## config.mk

```make
export PLATFORM = sky130hd
export DESIGN_NAME = crsf_frame_parser_crc8_core
export DESIGN_NICKNAME = d
export VERILOG_FILES = /design/src/rtl/core/crsf_pkg.sv /design/src/rtl/core/crsf_payload_store.sv /design/src/rtl/core/crsf_frame_parser_crc8_core.sv
export SDC_FILE = /design/constraint.sdc
export NUM_CORES = 1
export LEC_CHECK = 0
export BUFFER_PORTS_ARGS = -buffer_cell sky130_fd_sc_hd__buf_2
export CORE_MARGIN = 3
export CORE_UTILIZATION = 55
export DETAILED_ROUTE_END_ITERATION = 12
export GPL_ROUTABILITY_DRIVEN = 1
export PLACE_DENSITY_LB_ADDON = 0.3
export SLEW_MARGIN = 20
export SYNTH_ARGS = -nofsm -noshare
export SYNTH_HDL_FRONTEND = slang
export SYNTH_HIERARCHICAL = 1
export SYNTH_SLANG_ARGS = --single-unit
```

## constraint.sdc

```tcl
create_clock -name clk -period 10.87 [get_ports clk]
set_input_delay 0.5435 -clock clk [delete_from_list [all_inputs] [get_ports clk]]
set_output_delay 0.5435 -clock clk [all_outputs]
set_load 0.1 [all_outputs]
```

## src/rtl/core/crsf_pkg.sv

```systemverilog
// shared types, constants and helper functions for the crsf frame parser
// no dependencies; imported by crsf_payload_store and the core top level
`timescale 1ns / 1ps
`default_nettype none

package crsf_pkg;

  // default payload store depth, bytes
  localparam int MAX_PAYLOAD_DEFAULT = 60;

  // width of the byte position fields and of store addresses on the request bus
  localparam int POS_W = 6;

  // reset value of the maximum frame length register
  localparam logic [5:0] MAX_LEN_RESET = 6'd62;

  // result status codes
  localparam logic [1:0] ST_GOOD     = 2'd0;
  localparam logic [1:0] ST_BAD_ADDR = 2'd1;
  localparam logic [1:0] ST_BAD_LEN  = 2'd2;
  localparam logic [1:0] ST_BAD_CRC  = 2'd3;

  localparam logic [7:0] CRC_POLY = 8'hD5;
  localparam logic [7:0] MSB_MASK = 8'h80;

  localparam int NUM_ADDRS = 13;
  localparam logic [7:0] DEV_ADDRS [NUM_ADDRS] = '{
    8'h00, 8'h10, 8'h80, 8'h8A, 8'hC0, 8'hC2, 8'hC4,
    8'hC8, 8'hCA, 8'hCC, 8'hEA, 8'hEC, 8'hEE
  };

  // request bus from the parser to the payload store
  typedef struct packed {
    logic             wr_en;
    logic [POS_W-1:0] wr_addr;
    logic [7:0]       wr_data;
    logic             rd_en;
    logic [POS_W-1:0] rd_addr;
  } store_req_t;

  // crc-8, msb first, one byte folded in
  function automatic logic [7:0] crc8_byte(input logic [7:0] crc, input logic [7:0] b);
    logic [7:0] v;
    v = crc ^ b;
    for (int i = 0; i < 8; i++) begin
      if ((v & MSB_MASK) != 8'h00) begin
        v = {v[6:0], 1'b0} ^ CRC_POLY;
      end else begin
        v = {v[6:0], 1'b0};
      end
    end
    return v;
  endfunction

  // true for one of the known device addresses
  function automatic logic addr_known(input logic [7:0] b);
    logic hit;
    hit = 1'b0;
    for (int i = 0; i < NUM_ADDRS; i++) begin
      if (DEV_ADDRS[i] == b) begin
        hit = 1'b1;
      end
    end
    return hit;
  endfunction

endpackage

`default_nettype wire

```

## src/rtl/core/crsf_payload_store.sv

```systemverilog
// payload byte store: one write port, one registered read port
// depends on crsf_pkg for the request bus type
`timescale 1ns / 1ps
`default_nettype none

module crsf_payload_store
  import crsf_pkg::*;
#(
  parameter int DEPTH = MAX_PAYLOAD_DEFAULT
) (
  input  wire logic       clk,
  input  wire store_req_t req,
  output logic [7:0]      rd_data
);

  localparam int AW = (DEPTH > 1) ? $clog2(DEPTH) : 1;

  logic [7:0] mem [DEPTH];

  always_ff @(posedge clk) begin
    if (req.wr_en) begin
      mem[req.wr_addr[AW-1:0]] <= req.wr_data;
    end
  end

  // registered read: data appears in the cycle after the read is issued
  always_ff @(posedge clk) begin
    if (req.rd_en) begin
      rd_data <= mem[req.rd_addr[AW-1:0]];
    end
  end

endmodule

`default_nettype wire

```

## src/rtl/core/crsf_frame_parser_crc8_core.sv

```systemverilog
// crsf frame parser core: one received byte per transaction, crc-8 checked frames
// error and header results load at the accepting edge; payload results follow via the emit phases
// payload readout: per result a registered store read, then the output load when the slot is free
// input stalls during readout and while a waiting result blocks a byte that may make one
// reset (rst, synchronous): parser to address phase, holds cleared, max length 62
// the payload store is not cleared; entries are read only after written in the same frame
`timescale 1ns / 1ps
`default_nettype none

module crsf_frame_parser_crc8_core
  import crsf_pkg::*;
#(
  parameter int MAX_PAYLOAD = MAX_PAYLOAD_DEFAULT
) (
  input  wire logic       clk,
  input  wire logic       rst,
  // byte input channel
  input  wire logic       in_valid,
  output logic            in_stall,
  input  wire logic [7:0] rx_byte,
  // configuration write
  input  wire logic       cfg_write,
  input  wire logic [5:0] cfg_data,
  // result channel
  output logic            out_valid,
  input  wire logic       out_stall,
  output logic [1:0]      status,
  output logic [7:0]      frame_address,
  output logic [7:0]      frame_type,
  output logic [5:0]      payload_length,
  output logic [5:0]      byte_index,
  output logic [7:0]      payload_byte,
  output logic            payload_valid,
  output logic            last
);

  // the length byte never passes 63, so at most 61 payload bytes are ever stored
  localparam int DEPTH = (MAX_PAYLOAD < 61) ? MAX_PAYLOAD : 61;
  // cap on the length byte: payload plus type and crc
  localparam logic [7:0] LIM_CAP = 8'(MAX_PAYLOAD + 2);

  // parser phases
  localparam logic [2:0] PH_ADDR    = 3'd0;
  localparam logic [2:0] PH_LEN     = 3'd1;
  localparam logic [2:0] PH_TYPE    = 3'd2;
  localparam logic [2:0] PH_PAYLOAD = 3'd3;
  localparam logic [2:0] PH_CRC     = 3'd4;
  localparam logic [2:0] PH_EMIT_RD = 3'd5;  // issue store read
  localparam logic [2:0] PH_EMIT_WR = 3'd6;  // move read data to the output register

  // control state
  logic [2:0] phase, phase_next;
  logic [7:0] held_address, held_address_next;
  logic [7:0] held_type, held_type_next;
  logic [5:0] held_payload_length, held_payload_length_next;
  logic [5:0] payload_count, payload_count_next;  // write pointer, then readout index
  logic [7:0] running_crc, running_crc_next;
  logic [5:0] max_len;

  // store interface
  store_req_t req;
  logic [7:0] rd_data;

  // result being loaded into the output register this cycle
  logic       load;
  logic [1:0] res_status;
  logic [7:0] res_address;
  logic [7:0] res_type;
  logic [5:0] res_length;
  logic [5:0] res_index;
  logic [7:0] res_byte;
  logic       res_valid;
  logic       res_last;

  logic       accept;
  logic       emitting;
  logic       may_result;
  logic       out_free;
  logic [7:0] lim;
  logic [5:0] count_inc;

  crsf_payload_store #(
    .DEPTH(DEPTH)
  ) u_store (
    .clk    (clk),
    .req    (req),
    .rd_data(rd_data)
  );

  assign emitting   = (phase == PH_EMIT_RD) || (phase == PH_EMIT_WR);
  // type and payload bytes never produce a result, so they pass a waiting result
  assign may_result = !((phase == PH_TYPE) || (phase == PH_PAYLOAD));
  assign in_stall   = emitting || (out_valid && may_result);
  assign accept     = in_valid && !in_stall;
  assign out_free   = !out_valid || !out_stall;

  // effective length limit
  assign lim       = ({2'b00, max_len} > LIM_CAP) ? LIM_CAP : {2'b00, max_len};
  assign count_inc = payload_count + 6'd1;

  always_comb begin
    phase_next               = phase;
    held_address_next        = held_address;
    held_type_next           = held_type;
    held_payload_length_next = held_payload_length;
    payload_count_next       = payload_count;
    running_crc_next         = running_crc;

    req         = '0;
    load        = 1'b0;
    res_status  = ST_GOOD;
    res_address = 8'h00;
    res_type    = 8'h00;
    res_length  = 6'd0;
    res_index   = 6'd0;
    res_byte    = 8'h00;
    res_valid   = 1'b0;
    res_last    = 1'b1;

    unique case (phase)
      PH_LEN: begin
        if (accept) begin
          if ((rx_byte < 8'd2) || (rx_byte > lim)) begin
            load        = 1'b1;
            res_status  = ST_BAD_LEN;
            res_address = held_address;
            phase_next  = PH_ADDR;
          end else begin
            // length is at most 63 here, so the low six bits carry it
            held_payload_length_next = rx_byte[5:0] - 6'd2;
            phase_next               = PH_TYPE;
          end
        end
      end
      PH_TYPE: begin
        if (accept) begin
          held_type_next     = rx_byte;
          running_crc_next   = crc8_byte(8'h00, rx_byte);
          payload_count_next = 6'd0;
          phase_next         = (held_payload_length == 6'd0) ? PH_CRC : PH_PAYLOAD;
        end
      end
      PH_PAYLOAD: begin
        if (accept) begin
          req.wr_en          = 1'b1;
          req.wr_addr        = payload_count;
          req.wr_data        = rx_byte;
          running_crc_next   = crc8_byte(running_crc, rx_byte);
          payload_count_next = count_inc;
          if (count_inc >= held_payload_length) begin
            phase_next = PH_CRC;
          end
        end
      end
      PH_CRC: begin
        if (accept) begin
          if (rx_byte != running_crc) begin
            load        = 1'b1;
            res_status  = ST_BAD_CRC;
            res_address = held_address;
            res_type    = held_type;
            phase_next  = PH_ADDR;
          end else if (held_payload_length == 6'd0) begin
            // empty payload: one header result
            load        = 1'b1;
            res_status  = ST_GOOD;
            res_address = held_address;
            res_type    = held_type;
            phase_next  = PH_ADDR;
          end else begin
            payload_count_next = 6'd0;
            phase_next         = PH_EMIT_RD;
          end
        end
      end
      PH_EMIT_RD: begin
        req.rd_en   = 1'b1;
        req.rd_addr = payload_count;
        phase_next  = PH_EMIT_WR;
      end
      PH_EMIT_WR: begin
        // read data stays put until the next read is issued
        if (out_free) begin
          load        = 1'b1;
          res_status  = ST_GOOD;
          res_address = held_address;
          res_type    = held_type;
          res_length  = held_payload_length;
          res_index   = payload_count;
          res_byte    = rd_data;
          res_valid   = 1'b1;
          res_last    = (count_inc == held_payload_length);
          if (count_inc == held_payload_length) begin
            phase_next = PH_ADDR;
          end else begin
            payload_count_next = count_inc;
            phase_next         = PH_EMIT_RD;
          end
        end
      end
      default: begin
        // address phase; unused codes act the same
        if (accept) begin
          if (!addr_known(rx_byte)) begin
            load       = 1'b1;
            res_status = ST_BAD_ADDR;
            phase_next = PH_ADDR;
          end else begin
            held_address_next = rx_byte;
            phase_next        = PH_LEN;
          end
        end
      end
    endcase

    // every error, header or last payload result ends the frame; clear the holds for the next one
    if (phase_next == PH_ADDR) begin
      held_address_next        = 8'h00;
      held_type_next           = 8'h00;
      held_payload_length_next = 6'd0;
      payload_count_next       = 6'd0;
      running_crc_next         = 8'h00;
    end
  end

  always_ff @(posedge clk) begin
    if (rst) begin
      phase               <= PH_ADDR;
      held_address        <= 8'h00;
      held_type           <= 8'h00;
      held_payload_length <= 6'd0;
      payload_count       <= 6'd0;
      running_crc         <= 8'h00;
      max_len             <= MAX_LEN_RESET;
      out_valid           <= 1'b0;
    end else begin
      phase               <= phase_next;
      held_address        <= held_address_next;
      held_type           <= held_type_next;
      held_payload_length <= held_payload_length_next;
      payload_count       <= payload_count_next;
      running_crc         <= running_crc_next;
      if (cfg_write) begin
        max_len <= cfg_data;
      end
      if (load) begin
        out_valid <= 1'b1;
      end else if (!out_stall) begin
        out_valid <= 1'b0;
      end
    end
  end

  // output payload register, loaded only when the slot is free
  always_ff @(posedge clk) begin
    if (load) begin
      status         <= res_status;
      frame_address  <= res_address;
      frame_type     <= res_type;
      payload_length <= res_length;
      byte_index     <= res_index;
      payload_byte   <= res_byte;
      payload_valid  <= res_valid;
      last           <= res_last;
    end
  end

endmodule

`default_nettype wire
```

==> results of run 1 <==
[Yosys cell counts (3+ instances only)]
library cell               count
sky130_fd_sc_hd__mux4_2      109
sky130_fd_sc_hd__o211ai_1      8
sky130_fd_sc_hd__buf_1         3
sky130_fd_sc_hd__o22ai_1       3
sky130_fd_sc_hd__nand3b_1      5
sky130_fd_sc_hd__buf_6         8
sky130_fd_sc_hd__nand2b_1     12
sky130_fd_sc_hd__mux2_2        6
sky130_fd_sc_hd__nor2b_1      23
sky130_fd_sc_hd__a21oi_2       7
sky130_fd_sc_hd__nor2_1      112
sky130_fd_sc_hd__a22oi_1      14
sky130_fd_sc_hd__nand4_1       7
sky130_fd_sc_hd__inv_1        20
sky130_fd_sc_hd__a31oi_1      12
sky130_fd_sc_hd__nand2_1      86
sky130_fd_sc_hd__and3_1       12
sky130_fd_sc_hd__a21oi_1      29
sky130_fd_sc_hd__nor4_1        8
sky130_fd_sc_hd__a211oi_2      3
sky130_fd_sc_hd__buf_2        16
sky130_fd_sc_hd__clkbuf_1     40
sky130_fd_sc_hd__edfxtp_1    528
sky130_fd_sc_hd__o21ai_1       8
sky130_fd_sc_hd__xor2_1       13
sky130_fd_sc_hd__mux2i_1      31
sky130_fd_sc_hd__a221oi_1      9
sky130_fd_sc_hd__dfxtp_1      46
sky130_fd_sc_hd__nand3_1      20
sky130_fd_sc_hd__o311ai_0      4
sky130_fd_sc_hd__buf_4         6
sky130_fd_sc_hd__and2_1       32
sky130_fd_sc_hd__o21ai_0      27
sky130_fd_sc_hd__ha_1         18
sky130_fd_sc_hd__xnor2_1      32
sky130_fd_sc_hd__mux4_1        9
sky130_fd_sc_hd__nor3_1       19
sky130_fd_sc_hd__a211oi_1      7
[worst register-to-register path: stages (launching register included)]
cell	delay, ns
sky130_fd_sc_hd__dfxtp_1	1.05
sky130_fd_sc_hd__inv_1	0.51
sky130_fd_sc_hd__nor2_2	0.80
sky130_fd_sc_hd__and2_4	0.44
sky130_fd_sc_hd__buf_4	0.77
sky130_fd_sc_hd__nor2b_1	0.84
sky130_fd_sc_hd__a22oi_1	0.16
sky130_fd_sc_hd__a21oi_1	0.44
sky130_fd_sc_hd__nor2_1	0.10
sky130_fd_sc_hd__o21ai_1	0.15
[state kept, by name (all words and copies together), names as in the netlist, 8 cells and up]
| register | count |
|---|---|
| payload_byte | 8 |
| held_address | 8 |
| running_crc | 8 |
| u_store/rd_data | 8 |
| held_type | 8 |
| u_store/mem | 480 |
| frame_address | 8 |
| frame_type | 8 |
[final cells by class]
cell class              count  share of cell area
flip-flops and latches    574               0.632
multi-input cells         721               0.247
clock buffers              64              0.0531
well taps                 577              0.0272
clock inverters            38              0.0196
repair buffers             81              0.0185
inverters                  21             0.00297
[worst paths after layout]
| check | startpoint | endpoint | slack, ns |
|---|---|---|---|
| min reg2reg | held_address[0] | held_address[0] | 0.43 |
| min | cfg_data[4] | max_len[4] | 0.16 |
| max reg2reg | phase[0] | u_store/rd_data[4] | 5.48 |
| max | phase[0] | u_store/rd_data[4] | 5.48 |
[kinds of logic after synthesis]
logic type      Yosys count  synth area share
buf+inv                  99            0.0223
compound gates          147            0.0425
fa+ha+maj                18           0.00946
mux                     155             0.129
xor+xnor                 50            0.0208
simple gates            351            0.0713
flops                   574             0.705
[power breakdown]
part	internal [W]	total [W]	switching, W
Combinational	0.0000358	0.000158	0.000122
Clock	0.00120	0.00202	0.000820
Sequential	0.00239	0.00239	0.00000376
[metal layers]
layer	vias to the layer above	wire, um
met2	544	24900
li1	5578	-
met4	0	1190
met1	6619	22000
met3	87	4220
met5	-	0
[through the flow]
| stage | utilization | instances | area (sq um) |
|---|---|---|---|
| 2_1_floorplan | - | 1394 | 23800 |
| 3_3_place_gp | 0.581 | 1973 | 24600 |
| 3_5_place_dp | 0.581 | 1973 | 24600 |
| 4_1_cts | 0.626 | 2075 | 26500 |
| 5_1_grt | 0.627 | 2076 | 26500 |
| 6_report | 0.627 | 2076 | 26500 |
==> parameters.txt, run 1 <==
Parameter                              Value

Outcome
  Status    complete, no violations

Global route
  Grt peak-use layer    met2
  Pin count of the biggest net entering global routing    128
  Met3 routing resource usage after global routing    0.0418
  Vias in the first global route    12800
  Met1 track demand over resource in global routing    0.337
  GR Layer Usage met2    0.362
  Antenna violations before repair    0
  Aggregate global routing overflow    0
  Overall global routing resource usage    0.230
  First-pass GRT wire length    roughly 80000 um

STA
  Transition time at the pin with the least slew margin    1.09 ns
  Crit share post-route    0.496
  Final number of hold-violating endpoints    0
  Upper clock frequency limit    0.185 GHz
  Pins Over Slew Limit    0
  Tightest slew margin relative to the limit    0.270
  Unrepaired setup endpoints after global routing    no
  Final Skew    between 0.03 and 0.04 ns
  Setup ws final    around 5.5 ns
  Final worst path period need    5.39 ns
  Worst hold slack after final layout    between 0.15 and 0.2 ns
  Total negative setup slack    0 ns
  Finish-stage setup viols    0

Finish
  Fraction of layout instances using a drive strength above 1    0.207
  Signed area change from the synthesized netlist to the final layout    11.5%
  Leading cell type in the layout, fill and taps excluded    sky130_fd_sc_hd__edfxtp_1
  Fill cell instance count of the final layout    a little under 3000
  Net count, final    1491
  Area used by multi-input combinational logic    6550 sq um
  ANT cells    0
  FF+latch area    ~17000 sq um
  Most frequent cells in the layout    sky130_fd_sc_hd__edfxtp_1, sky130_fd_sc_hd__nor2_1, sky130_fd_sc_hd__mux4_2

Floorplan
  Starting Density    0.562
  I/O pin count    between 60 and 70
  Overall die area    45800 sq um
  Die X    214 um
  Core region area    roughly 42000 sq um
  Placement row count    between 70 and 80
  Die height    214 um

Placement
  Number of buffers inserted by port buffering    60
  Final GP Congestion    around 0.86
  Placed wire-length estimate    31600 um
  Worst slack after detailed placement    around 5.7 ns

Worst setup path
  Worst Setup End Kind    flop
  Crit path cell chain    inv_1 > nor2_2 > and2_4 > buf_4 > nor2b_1 > a22oi_1 > a21oi_1 > nor2_1 > o21ai_1
  Data required time at the worst endpoint    about 11 ns
  Highest-delay cell along the critical path    sky130_fd_sc_hd__dfxtp_1
  Count of cell instances traversed by the critical path    9
  Stage delay of the slowest cell on the critical path    1.05 ns
  WS Path Type    flop to flop
  Reg2reg path depth    9
  Sum of buffers and inverters on the critical path    2
  CP delay by family, top    simple AND/OR/NAND/NOR gates
  Kind of start point of the critical path    flop
  Worst-path maximum fanout    66
  Critical path data arrival time    between 5 and 6 ns

Clocking
  Number of levels the H-tree was split into    2
  Clock tree sinks    574
  Clock Latency Late Sink    roughly 0.63 ns
  Number of setup buffers added after CTS    0
  Clock buffer depth    3
  Post-CTS sizing    0
  Cts bufs inserted    55
  Clock transition at the registers of the reported paths    about 0.06 ns
  Clock tree from TritonCTS    built
  Number of buffers added to fix hold violations after cts    0
  Cell chosen for the clock root    sky130_fd_sc_hd__clkbuf_16

Route
  Detailed-route DRC error count    0
  Routed length per instance    around 25 um
  Via count of the routed design    12800
  Number of search-and-repair iterations in the first detailed-routing pass    5
  Detailed Route WL    about 52000 um
  DR vias/cell    6.18
  Antenna violation net count after detailed routing    0
  Iteration-0 DRC Markers    1459

Synthesis
  Distinct cell type count after synthesis    73
  Largest cells by area after synthesis    sky130_fd_sc_hd__edfxtp_1, sky130_fd_sc_hd__mux4_2, sky130_fd_sc_hd__dfxtp_1
  Syn Inst Count    between 1000 and 1500
  Sequential area share after synthesis    0.705
  Mean instance size in the synthesized netlist    17.1 sq um
  Post-synth EDFFs    ~530
  Dominant synthesized flop cell    sky130_fd_sc_hd__edfxtp_1
  Yosys synthesis warning count    6
  Syn nets    1431
  Fraction of synthesis flops using an asynchronous set or reset pin    0
  Cell Area, Synth    around 24000 sq um
  Leading area contributor after synthesis    sky130_fd_sc_hd__edfxtp_1
  Share of Yosys cell area claimed by the top area cell type    0.666
  Synth Register Bits    574

Pwr
  Areal power density over the cells    172 nW/um^2
  Overall power after layout    0.00457 W
  Max rail drop VDD    0.000113 V
  Leakage power    9.55 nW

Min path
  Cell depth of the worst hold path    3
  Min-Delay Path Class    primary input to flop

Flow run
  Number of maximum-capacitance violations    0
No activity file was read; power rests on OpenSTA's default activity.
==> run 2: changes to the inputs <==
- clock period: 10.87 -> 5.3 ns (I/O delays scaled with it)
==> parameters.txt, run 2 (synthesis gave the netlist of run 1 again) <==
Parameter                              Value

Outcome
  Status    complete, no violations

Worst setup path
  Sum of buffers and inverters on the critical path    2 (unchanged)
  CP delay by family, top    simple AND/OR/NAND/NOR gates
  Stage delay of the slowest cell on the critical path    0.74 ns (-0.31 ns)
  Highest-delay cell along the critical path    sky130_fd_sc_hd__nor2b_1
  WS Path Type    flop to flop
  Worst-case register-to-register setup slack    1.45 ns (-4.03 ns)
  Critical path data arrival time    4.30 ns (-1.55 ns)
  Worst Setup End Kind    flop
  Crit path cell chain    nand2b_1 > nor2_1 > buf_4 > and2_1 > buf_4 > nor2b_1 > a22oi_1 > a21oi_1 > nor2_1 > o21ai_1
  Reg2reg path depth    10 (+1)
  Launch point of the worst reg-to-reg path    phase[1]
  Data required time at the worst endpoint    5.75 ns (-5.58 ns)
  Kind of start point of the critical path    flop
  Terminus of the critical flop-to-flop path    u_store/rd_data[0]
  Worst-path maximum fanout    14 (-79%)

Route
  Number of search-and-repair iterations in the first detailed-routing pass    5 (unchanged)
  Antenna violation net count after detailed routing    0 (unchanged)
  Detailed Route WL    52300 um (about the same)
  Routed length per instance    25.0 um (-0.60%)
  Detailed-route DRC error count    0 (unchanged)
  DR vias/cell    6.19 (+0.11%)
  Iteration-0 DRC Markers    1411 (-3.3%)
  Via count of the routed design    12900 (+0.73%)

Clocking
  Clock transition at the registers of the reported paths    0.06 ns (about the same)
  Clock buffer depth    3 (unchanged)
  Clock tree from TritonCTS    built
  Clock Latency Late Sink    0.61 ns (-0.02 ns)
  Number of levels the H-tree was split into    2 (unchanged)
  Cts bufs inserted    55 (unchanged)
  Clock tree sinks    574 (unchanged)
  Number of setup buffers added after CTS    0 (unchanged)
  Cell chosen for the clock root    sky130_fd_sc_hd__clkbuf_16

Min path
  End of the worst hold path    held_type[2]
  Cell depth of the worst hold path    3 (unchanged)
  Hold path startpoint    rx_byte[2]
  Min-Delay Path Class    primary input to flop

STA
  Unrepaired setup endpoints after global routing    no
  Transition time at the pin with the least slew margin    1.09 ns (-0.00496 ns)
  Upper clock frequency limit    0.260 GHz (+40%)
  Final Skew    0.0117 ns (-0.0193 ns)
  Finish-stage setup viols    0 (unchanged)
  Crit share post-route    0.726 (+0.230)
  Pins Over Slew Limit    0 (unchanged)
  Final worst path period need    3.85 ns (-1.54 ns)
  Tightest slew margin relative to the limit    0.270 (+0.000349)
  Total negative setup slack    0 ns (unchanged)
  Final number of hold-violating endpoints    0 (unchanged)

Floorplan
  Die X    214 um (unchanged)
  Overall die area    45800 sq um (unchanged)
  Starting Density    0.562 (unchanged)
  Die height    214 um (unchanged)
  Placement row count    75 (unchanged)
  Core region area    42300 sq um (unchanged)
  I/O pin count    61 (unchanged)

Finish
  Leading cell type in the layout, fill and taps excluded    sky130_fd_sc_hd__edfxtp_1
  Final core utilization    0.625 (-0.00251)
  Most frequent cells in the layout    sky130_fd_sc_hd__edfxtp_1, sky130_fd_sc_hd__nor2_1, sky130_fd_sc_hd__mux4_2
  Signed area change from the synthesized netlist to the final layout    11.1%
  Non-filler instance count after layout    2089 (+0.63%)
  Largest register FFs    480 (unchanged)
  Final instance area    26400 sq um (-0.40%)
  Fraction of layout instances using a drive strength above 1    0.209 (+0.00180)
  Net count, final    1505 (+0.94%)

Placement
  Number of buffers inserted by port buffering    60 (unchanged)
  Placed wire-length estimate    32800 um (+3.7%)
  Final GP Congestion    0.856 (-0.40%)
  Placed Area    24600 sq um (+0.28%)
  Cell count after placement    1979 (+0.30%)

Pwr
  Leakage power    9.52 nW (-0.32%)
  Overall power after layout    0.00890 W (+95%)
  Max rail drop VDD    0.000233 V (+110%)
  Areal power density over the cells    337 nW/um^2 (+96%)

Global route
  Vias in the first global route    12900 (+0.27%)
  First-pass GRT wire length    79900 um (-0.18%)
  Antenna violations before repair    1 (+1)
  Aggregate global routing overflow    0 (unchanged)
  Pin count of the biggest net entering global routing    65 (-49%)
  Overall global routing resource usage    0.229 (about the same)

Flow run
  Number of maximum-capacitance violations    0 (unchanged)
[run 2: stage by stage]
| stage | hold WS [ns] | setup WS [ns] |
|---|---|---|
| 6_report | 0.0301 | 1.45 |
| 5_1_grt | 0.0435 | 1.25 |
| 4_1_cts | 0.00427 | 1.53 |
| 3_5_place_dp | 0.424 | 1.53 |
| 3_3_place_gp | 0.415 | 1.43 |
| 2_1_floorplan | 0.334 | 1.39 |
[run 2: worst max path at each step]
stage                          start                endpoint  slack (ns)  cells after the start
floorplan                   phase[1]       u_store/mem[0][0]        1.39                      4
global placement            phase[1]      u_store/mem[40][2]        1.43                      7
detailed placement          phase[1]      u_store/rd_data[5]        1.53                      8
CTS                         phase[1]      u_store/rd_data[3]        1.53                      8
global route        payload_count[1]  held_payload_length[3]        1.25                     11
finish                      phase[1]      u_store/rd_data[0]        1.45                     10
[run 2: repair_timing]
item                                   CTS  global route
hold buffers                             9             0
resized for setup                        0             0
endpoints found under the hold margin   10             0
[run 2: layout make-up]
type                            count  area (sq um)
Clock inverter                     28           198
Sequential cell                   574         16800
Clock buffer                       71          1490
Inverter                           21          78.8
Fill cell                        2924         15900
Tap cell                          577           722
Multi-Input combinational cell    721          6560
Antenna cell                        2          5.00
Timing Repair Buffer               95           611
[run 2: routing by layer]
metal,routed length (um),vias to the layer above,track usage
li1,-,5603,-
met1,22100,6638,0.334
met2,24400,575,0.353
met3,4210,106,0.0469
met4,1560,0,0.0768
met5,0,-,0
[run 2: worst register-to-register path, cell delays in order, from the launching register on]
cell	delay, ns
sky130_fd_sc_hd__dfxtp_1	0.61
sky130_fd_sc_hd__nand2b_1	0.30
sky130_fd_sc_hd__nor2_1	0.18
sky130_fd_sc_hd__buf_4	0.25
sky130_fd_sc_hd__and2_1	0.33
sky130_fd_sc_hd__buf_4	0.28
sky130_fd_sc_hd__nor2b_1	0.74
sky130_fd_sc_hd__a22oi_1	0.30
sky130_fd_sc_hd__a21oi_1	0.48
sky130_fd_sc_hd__nor2_1	0.09
sky130_fd_sc_hd__o21ai_1	0.15
[run 2: report_power, final]
group	internal [W]	switching (W)
clock	0.00203	0.00163
combinational	0.0000777	0.000252
sequential	0.00490	0.00000702
total	0.00701	0.00189
